<file path="src/design/pbs_pkg.sv">
// Shared types, constants and helpers for the power button sequencer.
package pbs_pkg;

  // Debounce history depth, in ticks
  localparam int unsigned DEBOUNCE_SAMPLES = 8;

  // Stream and configuration widths
  localparam int unsigned S_TDATA_W   = 8;
  localparam int unsigned M_TDATA_W   = 8;
  localparam int unsigned CFG_INDEX_W = 4;
  localparam int unsigned CFG_DATA_W  = 16;
  localparam int unsigned TICK_W      = 16;
  localparam int unsigned MODE_CODE_W = 3;

  // Configuration register indexes
  localparam logic [CFG_INDEX_W-1:0] REG_BOOT_TIMEOUT   = CFG_INDEX_W'(0);
  localparam logic [CFG_INDEX_W-1:0] REG_SHUTDOWN_DELAY = CFG_INDEX_W'(1);

  // Configuration reset values
  localparam logic [TICK_W-1:0] BOOT_TIMEOUT_RST   = TICK_W'(200);
  localparam logic [TICK_W-1:0] SHUTDOWN_DELAY_RST = TICK_W'(100);

  // External mode codes
  localparam logic [MODE_CODE_W-1:0] MODE_CODE_SLEEP  = MODE_CODE_W'(0);
  localparam logic [MODE_CODE_W-1:0] MODE_CODE_IDLE   = MODE_CODE_W'(1);
  localparam logic [MODE_CODE_W-1:0] MODE_CODE_BOOT   = MODE_CODE_W'(2);
  localparam logic [MODE_CODE_W-1:0] MODE_CODE_ONLINE = MODE_CODE_W'(3);
  localparam logic [MODE_CODE_W-1:0] MODE_CODE_WAIT   = MODE_CODE_W'(4);

  // Sequencer state, one-hot
  typedef enum logic [4:0] {
    ST_SLEEP  = 5'b00001,
    ST_IDLE   = 5'b00010,
    ST_BOOT   = 5'b00100,
    ST_ONLINE = 5'b01000,
    ST_WAIT   = 5'b10000
  } mode_t;

  // Configuration register set
  typedef struct packed {
    logic [TICK_W-1:0] boot_timeout;
    logic [TICK_W-1:0] shutdown_delay;
  } cfg_t;

  // Debouncer status for the tick being processed
  typedef struct packed {
    logic fall;        // raw falling edge against the newest stored sample
    logic level_next;  // debounced level after this tick
  } btn_status_t;

  // Sequencer result for one tick
  typedef struct packed {
    logic                   boost_enable;
    logic                   host_button;
    logic [MODE_CODE_W-1:0] mode_code;
  } seq_out_t;

  // Map internal state to the external mode code
  function automatic logic [MODE_CODE_W-1:0] mode_code_of(input mode_t m);
    logic [MODE_CODE_W-1:0] code;
    unique case (m)
      ST_SLEEP:  code = MODE_CODE_SLEEP;
      ST_IDLE:   code = MODE_CODE_IDLE;
      ST_BOOT:   code = MODE_CODE_BOOT;
      ST_ONLINE: code = MODE_CODE_ONLINE;
      ST_WAIT:   code = MODE_CODE_WAIT;
      default:   code = MODE_CODE_SLEEP;
    endcase
    return code;
  endfunction

endpackage

</file>
<file path="src/design/pbs_debounce.sv">
// Button sample history, debounced level and raw falling-edge detect.
module pbs_debounce (
  input  logic                 clk,
  input  logic                 rst,
  input  logic                 advance,
  input  logic                 raw_button,
  output pbs_pkg::btn_status_t status
);
  import pbs_pkg::*;

  logic [DEBOUNCE_SAMPLES-1:0] history;
  logic [DEBOUNCE_SAMPLES-1:0] history_next;
  logic                        level;

  // Shift in the new sample and settle the level on a full run of one value
  always_comb begin
    history_next      = {history[DEBOUNCE_SAMPLES-2:0], raw_button};
    status.fall       = history[0] & ~raw_button;
    status.level_next = level;
    if (&history_next) begin
      status.level_next = 1'b1;
    end else if (~|history_next) begin
      status.level_next = 1'b0;
    end
  end

  // Advance history and level once per processed tick
  always_ff @(posedge clk) begin
    if (rst) begin
      history <= '1;
      level   <= 1'b1;
    end else if (advance) begin
      history <= history_next;
      level   <= status.level_next;
    end
  end

endmodule

</file>
<file path="src/design/pbs_sequencer.sv">
// Five-mode power sequencer with elapsed tick counter.
module pbs_sequencer (
  input  logic                 clk,
  input  logic                 rst,
  input  logic                 advance,
  input  logic                 ready_sync,
  input  pbs_pkg::cfg_t        cfg,
  input  pbs_pkg::btn_status_t btn,
  output pbs_pkg::seq_out_t    result
);
  import pbs_pkg::*;

  mode_t             mode;
  mode_t             mode_next;
  logic [TICK_W-1:0] elapsed;
  logic [TICK_W-1:0] elapsed_inc;
  logic [TICK_W-1:0] elapsed_next;
  logic              boost;
  logic              boost_next;
  logic              host_btn;
  logic              host_btn_next;

  // Saturating tick count
  assign elapsed_inc = (&elapsed) ? elapsed : elapsed + TICK_W'(1);

  // Decide the next mode and outputs for this tick
  always_comb begin
    mode_next     = mode;
    boost_next    = boost;
    host_btn_next = host_btn;
    unique case (mode)
      ST_SLEEP: begin
        boost_next    = 1'b0;
        host_btn_next = 1'b0;
        if (btn.fall) begin
          mode_next = ST_IDLE;
        end
      end
      ST_IDLE: begin
        host_btn_next = btn.level_next;
        if (!btn.level_next) begin
          mode_next = ST_BOOT;
        end
      end
      ST_BOOT: begin
        boost_next    = 1'b1;
        host_btn_next = btn.level_next;
        if (elapsed_inc > cfg.boot_timeout) begin
          mode_next = ST_SLEEP;
        end else if (ready_sync) begin
          mode_next = ST_ONLINE;
        end
      end
      ST_ONLINE: begin
        host_btn_next = btn.level_next;
        if (!ready_sync) begin
          mode_next = (cfg.shutdown_delay == '0) ? ST_SLEEP : ST_WAIT;
        end
      end
      ST_WAIT: begin
        if (elapsed_inc >= cfg.shutdown_delay) begin
          mode_next = ST_SLEEP;
        end
      end
      default: begin
        mode_next = ST_SLEEP;
      end
    endcase
    // Drop the rail and host line at once on entering sleep
    if (mode_next == ST_SLEEP && mode != ST_SLEEP) begin
      boost_next    = 1'b0;
      host_btn_next = 1'b0;
    end
    elapsed_next = (mode_next != mode) ? '0 : elapsed_inc;
  end

  assign result.boost_enable = boost_next;
  assign result.host_button  = host_btn_next;
  assign result.mode_code    = mode_code_of(mode_next);

  // Commit state once per processed tick
  always_ff @(posedge clk) begin
    if (rst) begin
      mode     <= ST_SLEEP;
      elapsed  <= '0;
      boost    <= 1'b0;
      host_btn <= 1'b0;
    end else if (advance) begin
      mode     <= mode_next;
      elapsed  <= elapsed_next;
      boost    <= boost_next;
      host_btn <= host_btn_next;
    end
  end

endmodule

</file>
<file path="src/design/power_button_sequencer.sv">
// Top level: tick input register, debouncer, sequencer and result register.
// Path: a tick transfer passes through the input register, then the result
// register; while m_tready stalls the result, a filled input register waits.
// Throughput: one tick per cycle given m_tready; the two-stage stall chain is the only limit.
// Reset (rst, synchronous): mode sleep, history all ones, level released,
// boot_timeout 200, shutdown_delay 100, both register stages empty.
module power_button_sequencer (
  input  logic                            clk,
  input  logic                            rst,
  // Tick input stream
  input  logic                            s_tvalid,
  output logic                            s_tready,
  input  logic [pbs_pkg::S_TDATA_W-1:0]   s_tdata,   // [0] raw_button, [1] raw_ready
  // Result stream
  output logic                            m_tvalid,
  input  logic                            m_tready,
  output logic [pbs_pkg::M_TDATA_W-1:0]   m_tdata,   // [0] boost_enable, [1] host_button,
                                                     // [4:2] mode_code, [5] button_level
  // Configuration writes
  input  logic                            cfg_valid,
  output logic                            cfg_ready,
  input  logic [pbs_pkg::CFG_INDEX_W-1:0] cfg_index,
  input  logic [pbs_pkg::CFG_DATA_W-1:0]  cfg_data
);
  import pbs_pkg::*;

  cfg_t        cfg;
  logic        in_valid;
  logic        in_button;
  logic        in_ready;
  logic        out_valid;
  logic [M_TDATA_W-1:0] out_data;
  logic        advance;
  logic        process;
  btn_status_t btn;
  seq_out_t    seq;

  // Stage handshake
  assign advance   = !out_valid || m_tready;
  assign process   = advance && in_valid;
  assign s_tready  = !in_valid || advance;
  assign cfg_ready = 1'b1;
  assign m_tvalid  = out_valid;
  assign m_tdata   = out_data;

  // Hold configuration registers
  always_ff @(posedge clk) begin
    if (rst) begin
      cfg.boot_timeout   <= BOOT_TIMEOUT_RST;
      cfg.shutdown_delay <= SHUTDOWN_DELAY_RST;
    end else if (cfg_valid) begin
      unique case (cfg_index)
        REG_BOOT_TIMEOUT:   cfg.boot_timeout   <= cfg_data;
        REG_SHUTDOWN_DELAY: cfg.shutdown_delay <= cfg_data;
        default: ;
      endcase
    end
  end

  // Input register
  always_ff @(posedge clk) begin
    if (rst) begin
      in_valid <= 1'b0;
    end else if (s_tvalid && s_tready) begin
      in_valid <= 1'b1;
    end else if (advance) begin
      in_valid <= 1'b0;
    end
  end

  always_ff @(posedge clk) begin
    if (s_tvalid && s_tready) begin
      in_button <= s_tdata[0];
      in_ready  <= s_tdata[1];
    end
  end

  pbs_debounce u_debounce (
    .clk        (clk),
    .rst        (rst),
    .advance    (process),
    .raw_button (in_button),
    .status     (btn)
  );

  pbs_sequencer u_sequencer (
    .clk        (clk),
    .rst        (rst),
    .advance    (process),
    .ready_sync (in_ready),
    .cfg        (cfg),
    .btn        (btn),
    .result     (seq)
  );

  // Result register
  always_ff @(posedge clk) begin
    if (rst) begin
      out_valid <= 1'b0;
    end else if (advance) begin
      out_valid <= in_valid;
    end
  end

  always_ff @(posedge clk) begin
    if (process) begin
      out_data <= {2'b00, btn.level_next, seq.mode_code, seq.host_button, seq.boost_enable};
    end
  end

endmodule

</file>
<file path="config.mk">
export PLATFORM = sky130hd
export DESIGN_NAME = power_button_sequencer
export DESIGN_NICKNAME = d
export VERILOG_FILES = /design/src/design/pbs_pkg.sv /design/src/design/pbs_debounce.sv /design/src/design/pbs_sequencer.sv /design/src/design/power_button_sequencer.sv
export SDC_FILE = /design/constraint.sdc
export NUM_CORES = 1
export LEC_CHECK = 0
export ABC_AREA = 1
export BUFFER_PORTS_ARGS = -buffer_cell sky130_fd_sc_hd__buf_4
export CORE_MARGIN = 5
export CORE_UTILIZATION = 30
export CTS_CLUSTER_SIZE = 25
export DETAILED_ROUTE_END_ITERATION = 8
export PLACE_DENSITY = 0.47
export SLEW_MARGIN = 20
export SYNTH_ARGS = -nofsm -noshare
export SYNTH_HDL_FRONTEND = slang
export SYNTH_HIERARCHICAL = 1
export SYNTH_SLANG_ARGS = --single-unit
</file>
<file path="constraint.sdc">
create_clock -name clk -period 4.3 [get_ports clk]
set_input_delay 0.645 -clock clk [delete_from_list [all_inputs] [get_ports clk]]
set_output_delay 0.645 -clock clk [all_outputs]
set_load 0.005 [all_outputs]
</file>
==> results of run 1 <==
==> sequential cells by signal (all words and copies together), names as in the netlist <==
name,count
cfg,32
in_button,1
in_ready,1
in_valid,1
m_tdata,6
m_tvalid,1
u_debounce/history,7
u_debounce/level,1
u_sequencer/boost,1
u_sequencer/elapsed,16
u_sequencer/host_btn,1
u_sequencer/mode,5
==> worst min-delay path by stage <==
| stage | end |
|---|---|
| 2_1_floorplan | cfg[19]$_SDFFE_PP1P_ |
| 3_3_place_gp | cfg[19]$_SDFFE_PP1P_ |
| 3_5_place_dp | cfg[19]$_SDFFE_PP1P_ |
| 4_1_cts | cfg[19]$_SDFFE_PP1P_ |
| 5_1_grt | in_button$_DFFE_PP_ |
| 6_report | cfg[23]$_SDFFE_PP1P_ |
==> synthesized netlist by cell type, types with 4 or more instances <==
cell type  number  share of area (%)
edfxtp_1        8                5.0
nor4_1          4               0.52
ha_1           31                8.1
nor2_2         13                1.7
nor3_1          5               0.52
inv_1         156                 12
nand3_1        24                2.5
clkbuf_1       12               0.94
xor2_1          9                1.7
a21oi_1        29                3.0
nand2_2         7               0.92
dfxtp_1        65                 27
o21ai_0        14                1.5
nand2_1       145                 11
nand4_1        40                5.2
nor2_1        112                8.8
buf_4           7                1.1
nand3_2         6                1.3
buf_2           6               0.63
==> logic make-up after synthesis <==
kind of cell             Yosys count
AO/OA/AOI/OAI                     57
XOR/XNOR                           9
adder cells (fa/ha/maj)           31
buffers and inverters            186
flip-flops                        73
other                              2
AND/OR/NAND/NOR                  364
==> critical path: cells and delay by family (launching register included) <==
kind	cells	cell delay, ns
AOI/OAI and AO/OA	1	0.15
and+or+nand+nor	21	2.27
xor gates and xnor gates	1	0.26
DFF	1	0.33
buffers and inverters	3	0.34
adders and majority gates	2	0.44
==> per-stage QoR <==
stage	setup slack [ns]	hold WS, ns	std cells	area (um^2)
6_report	0.376	0.461	973	5610
5_1_grt	0.0131	0.468	973	5610
4_1_cts	0.0813	0.462	966	5510
3_5_place_dp	0.114	0.446	950	5200
3_3_place_gp	0.178	0.443	950	5200
2_1_floorplan	0.897	0.429	723	4780
==> power by group through the flow <==
stage          registers, mW  clock network [mW]  logic [mW]
2_1_floorplan          0.740                   0       0.157
3_3_place_gp           0.744                   0       0.205
3_5_place_dp           0.744                   0       0.208
4_1_cts                0.730               0.826       0.209
5_1_grt                0.733               0.851       0.263
6_report               0.730               0.799       0.230
==> routing by layer <==
layer	wire, um	global-route usage [%]
met1	5440	15.9
met2	4910	20.8
met3	517	3.52
met4	203	4.59
met5	0	0
==> final cells by class <==
type,instances,share of cell area [%]
multi-input cells,464,44.9
flip-flops and latches,73,27.5
inverters,158,10.6
repair buffers,46,6.69
well taps,216,4.82
clock buffers,11,4.15
clock inverters,5,1.41
==> timing repair <==
action | CTS | global route
gates resized for setup | 0 | 4
endpoints found under the setup margin | 0 | 16
setup buffers | 0 | 6
==> impl_results.md, run 1 <==
* Hold Buf Count CTS at 0
* CTS max path bufs at 2
* Worst Hold Class: flip-flop to flip-flop
* CP max stage cell: dfxtp_1
* Clock slew at reported path FFs at 0.06 ns
* Slew Viols, Final at 0
* Period utilization at 91.2%
* IO Port Bufs at 34
* Area Growth Syn to Fin at 17.4%
* Synth Area in Adders at 8.12%
* Status: completed
* Routed WL per cell at 11.4 um
* Initial Utilization at 30.3%
* Worst slew pin tran at 0.972 ns
* Die Ht at 136 um
* Most frequent cells in the layout: inv_1 (156), nand2_1 (145), nor2_1 (109)
* Avg Cell Area, Syn at 6.61 um^2
* 1st-pass router iterations at 4
* Startpoint Class: flip-flop
* Cell mode on critical path: nor2_1
* TritonCTS clock tree: yes
* Share of cells above drive strength 1 at 13.6%
* Pwr Total at 1.76 mW
* Die area at 18500 um^2
* Synth warn at 6
* Critical Path RT at 4.52 ns
* GPL Wtd Cong at 0.813
* Cells after synthesis at 722
* Worst EP arrival at 4.14 ns
* Post-synthesis cell area at 4780 um^2
* Post-route clock skew at 0.0105 ns
* Multi-input logic area at 2520 um^2
* Simple-Gate Fraction of Synth Area at 35.2%
* Distinct cells, synth at 38
* Crit path max fanout at 8
* Reg2reg end: u_sequencer/elapsed[4]$_SDFFE_PP0P_
* Largest net degree at the start of global routing at 36
* Vias at 4239
* Core Area at 15800 um^2
* Fillers at 1694
* Worst setup endpoint: u_sequencer/elapsed[4]$_SDFFE_PP0P_
* Initial DRC Count at 155
* Net Switching at 0.450 mW
* Io pins at 44
* Worst hold path depth at 2
* Chip width at 136 um
* Grt total ovfl at 0
* Drt total wl at 11100 um
* Multiplexer share of the synthesized area at 0%
* Flop pwr share at 41.5%
* Unrepaired setup endpoints after global routing: no
* Root buf cell: clkbuf_16
* Max rail drop VDD at 194 uV
* Detail Route Antenna Nets at 0
* Initial antenna violation count at 0
* Worst reg2reg path depth at 28
* GRT Resource Usage Total at 12.7%
* First-pass GRT wire length at 18900 um
* Number of global-route vias before repair at 4076
* Clock Sinks at 73
* Crit path from: u_sequencer/elapsed[0]$_SDFFE_PP0P_
* Worst relative slew slack at 35.1%
* Fin util at 35.6%
* Num CTS Buffers at 9
* Critical path type: flip-flop to flip-flop
* Pwr dens at 314 nW/um^2
* Critical hold path startpoint: cfg[23]$_SDFFE_PP1P_
* Worst Setup End Kind: flip-flop
* Top FF cell, synth: dfxtp_1
* Rows at 46
* Lkg Pwr at 2.67 nW
* Setup Viol. Count Final at 0
* Final Hold Viols at 0
* EDFF count, synth at 8
* Combinational family with the most area after synthesis: simple AND/OR/NAND/NOR gates
* Setup_tns at 0 ns
* Pint at 1.31 mW
* Hpwl dp at 8040 um
* Critical Path Max Stage Delay at 0.33 ns
* Post-synth ARST share at 0%
* Reg2reg setup slack at 0.38 ns
* Part of the power in the clock network at 45.4%
* Sequential area share after synthesis at 32.3%
* Synth Register Bits at 73
* Max-cap violations at 0
* Register area at 1540 um^2
* DRC at 0
* Clock Latency Late Sink at 0.34 ns
* F_max at 255 MHz
* Synth Area in Compound Gates at 7.00%
* Net Sw Frac at 25.6%
* Commonest non-fill, non-tap cell in the layout: inv_1
* ANT cells at 0
* H-tree depth at 3
* DR vias/cell at 4.36
* XOR/XNOR Fraction of Synth Area at 1.65%
* Logic pwr share at 13.1%
* Crit path time final at 3.92 ns
* Layout Nets at 816
* R2r startpoint: u_sequencer/elapsed[0]$_SDFFE_PP0P_
(Power assumes the default switching activity.)
==> run 2, diff against run 1 <==
CTS_BUF_LIST = sky130_fd_sc_hd__clkbuf_4   (was not set)
==> impl_results.md, run 2 (same netlist as run 1, synthesis figures left out) <==
* Status: completed
* Share of cells above drive strength 1 at 14.0% (+0.40 points)
* Max-cap violations at 0 (unchanged)
* Fillers at 1717 (+1.4%)
* Critical Path RT at 4.63 ns (+0.11 ns)
* Setup_tns at 0 ns (unchanged)
* Vias at 4222 (-0.40%)
* Top reg by flops: cfg
* CP max stage cell: dfxtp_2
* Number of global-route vias before repair at 4058 (-0.44%)
* Final Hold Viols at 0 (unchanged)
* Clock Sinks at 73 (unchanged)
* Layout Nets at 816 (unchanged)
* Num CTS Buffers at 9 (unchanged)
* 1st-pass router iterations at 4 (unchanged)
* Clock Latency Late Sink at 0.44 ns (+0.10 ns)
* Worst slew pin tran at 0.957 ns (-0.0147 ns)
* CTS max path bufs at 2 (unchanged)
* Startpoint Class: flip-flop
* Root buf cell: clkbuf_4
* Drt total wl at 11100 um (about the same)
* GRT Resource Usage Total at 12.6% (-0.070 points)
* Critical Path Max Stage Delay at 0.35 ns (+0.02 ns)
* Top Registers: cfg: 32 flops, u_sequencer/elapsed: 16 flops, u_debounce/history: 7 flops
* F_max at 256 MHz (+0.35%)
* Crit path from: u_sequencer/elapsed[0]$_SDFFE_PP0P_
* Worst Setup End Kind: flip-flop
* Commonest non-fill, non-tap cell in the layout: inv_1
* Crit path time final at 3.91 ns (-0.0136 ns)
* Post-route clock skew at 0.0204 ns (+0.00987 ns)
* Area Growth Syn to Fin at 14.4%
* Period utilization at 90.9% (-0.32 points)
* Setup WS pre-CTS at 0.114 ns (unchanged)
* Pwr Total at 1.47 mW (-17%)
* Worst reg2reg path depth at 28 (unchanged)
* Dpl cells at 950 (unchanged)
* Die area at 18500 um^2 (unchanged)
* GPL Wtd Cong at 0.813 (unchanged)
* R2r startpoint: u_sequencer/elapsed[0]$_SDFFE_PP0P_
* Core Area at 15800 um^2 (unchanged)
* Largest register FFs at 32 (unchanged)
* First-pass GRT wire length at 18800 um (-0.55%)
* Pwr dens at 268 nW/um^2 (-14%)
* Rows at 46 (unchanged)
* Detail Route Antenna Nets at 0 (unchanged)
* Fin util at 34.6% (-0.93 points)
* H-tree depth at 3 (unchanged)
* Worst EP arrival at 4.24 ns (+0.10 ns)
* DR vias/cell at 4.33 (-0.50%)
* Crit path max fanout at 8 (unchanged)
* Post-Layout Cell Count at 974 (+0.10%)
* Clock slew at reported path FFs at 0.11 ns (+0.05 ns)
* Unrepaired setup endpoints after global routing: no
* Initial antenna violation count at 1 (+1)
* Routed WL per cell at 11.4 um (about the same)
* Largest net degree at the start of global routing at 36 (unchanged)
* Initial DRC Count at 144 (-7.1%)
* DRC at 0 (unchanged)
* Hpwl dp at 8040 um (unchanged)
* Chip width at 136 um (unchanged)
* TritonCTS clock tree: yes
* Final Worst Setup Slack at 0.390 ns (+0.0136 ns)
* Grt total ovfl at 0 (unchanged)
* Critical path type: flip-flop to flip-flop
* Min Hold Slack at 0.381 ns (-0.0798 ns)
* IO Port Bufs at 34 (unchanged)
* Critical hold path startpoint: s_tdata[0]
* Slew Viols, Final at 0 (unchanged)
* Io pins at 44 (unchanged)
* Lkg Pwr at 2.61 nW (-2.3%)
* Worst relative slew slack at 36.1% (+0.98 points)
* Most frequent cells in the layout: inv_1 (156), nand2_1 (145), nor2_1 (109)
* Worst hold path depth at 1 (-1)
* Cell mode on critical path: nor2_1
* Placed cell areas at 5200 um^2 (unchanged)
* Setup Viol. Count Final at 0 (unchanged)
* Design Area, Final at 5460 um^2 (-2.6%)
* Initial Utilization at 30.3% (unchanged)
* Worst Hold Class: input pin to flip-flop
* Die Ht at 136 um (unchanged)
* Max rail drop VDD at 129 uV (-33%)
[run 2: cell types whose count changed in the layout (fill, tap and decap cells not counted), sizes merged]
cell   change
diode      +1
[run 2: worst max-delay path: cells and delay by family (launching register included)]
| family | cells | cell delay (ns) |
|---|---|---|
| compound gates | 1 | 0.15 |
| xor+xnor | 1 | 0.26 |
| fa+ha+maj | 2 | 0.43 |
| buf+inv | 3 | 0.34 |
| flops | 1 | 0.35 |
| simple gates | 21 | 2.23 |
[run 2: per-layer routing]
layer	routed length, um	global-route usage, %	vias up
li1	-	-	2303
met1	5370	15.8	1831
met2	4960	21.0	75
met3	536	3.52	13
met4	207	4.20	0
met5	0	0	-
[run 2: what timing repair did]
action | CTS | global route
buffers inserted | 0 | 6
hold buffers | 0 | 0
gates resized for setup | 0 | 5
setup endpoints to repair | 0 | 16
[run 2: path summary, 6_finish.rpt]
check,endpoint,slack [ns]
max,u_sequencer/elapsed[4]$_SDFFE_PP0P_,0.39
min,in_button$_DFFE_PP_,0.38
max reg2reg,u_sequencer/elapsed[4]$_SDFFE_PP0P_,0.39
min reg2reg,cfg[23]$_SDFFE_PP1P_,0.47
[run 2: layout make-up]
cell class | count | area [um^2] | area share, %
multi-input cells | 464 | 2520 | 46.1
flip-flops and latches | 73 | 1540 | 28.2
inverters | 158 | 593 | 10.9
repair buffers | 46 | 375 | 6.87
well taps | 216 | 270 | 4.95
clock buffers | 11 | 82.6 | 1.51
clock inverters | 5 | 78.8 | 1.44
diodes | 1 | 2.50 | 0.0458
[run 2: power by group]
group | leakage [nW] | internal, mW | switching, mW
registers | 0.604 | 0.712 | 0.0171
logic | 1.92 | 0.0891 | 0.141
clock network | 0.0874 | 0.248 | 0.258
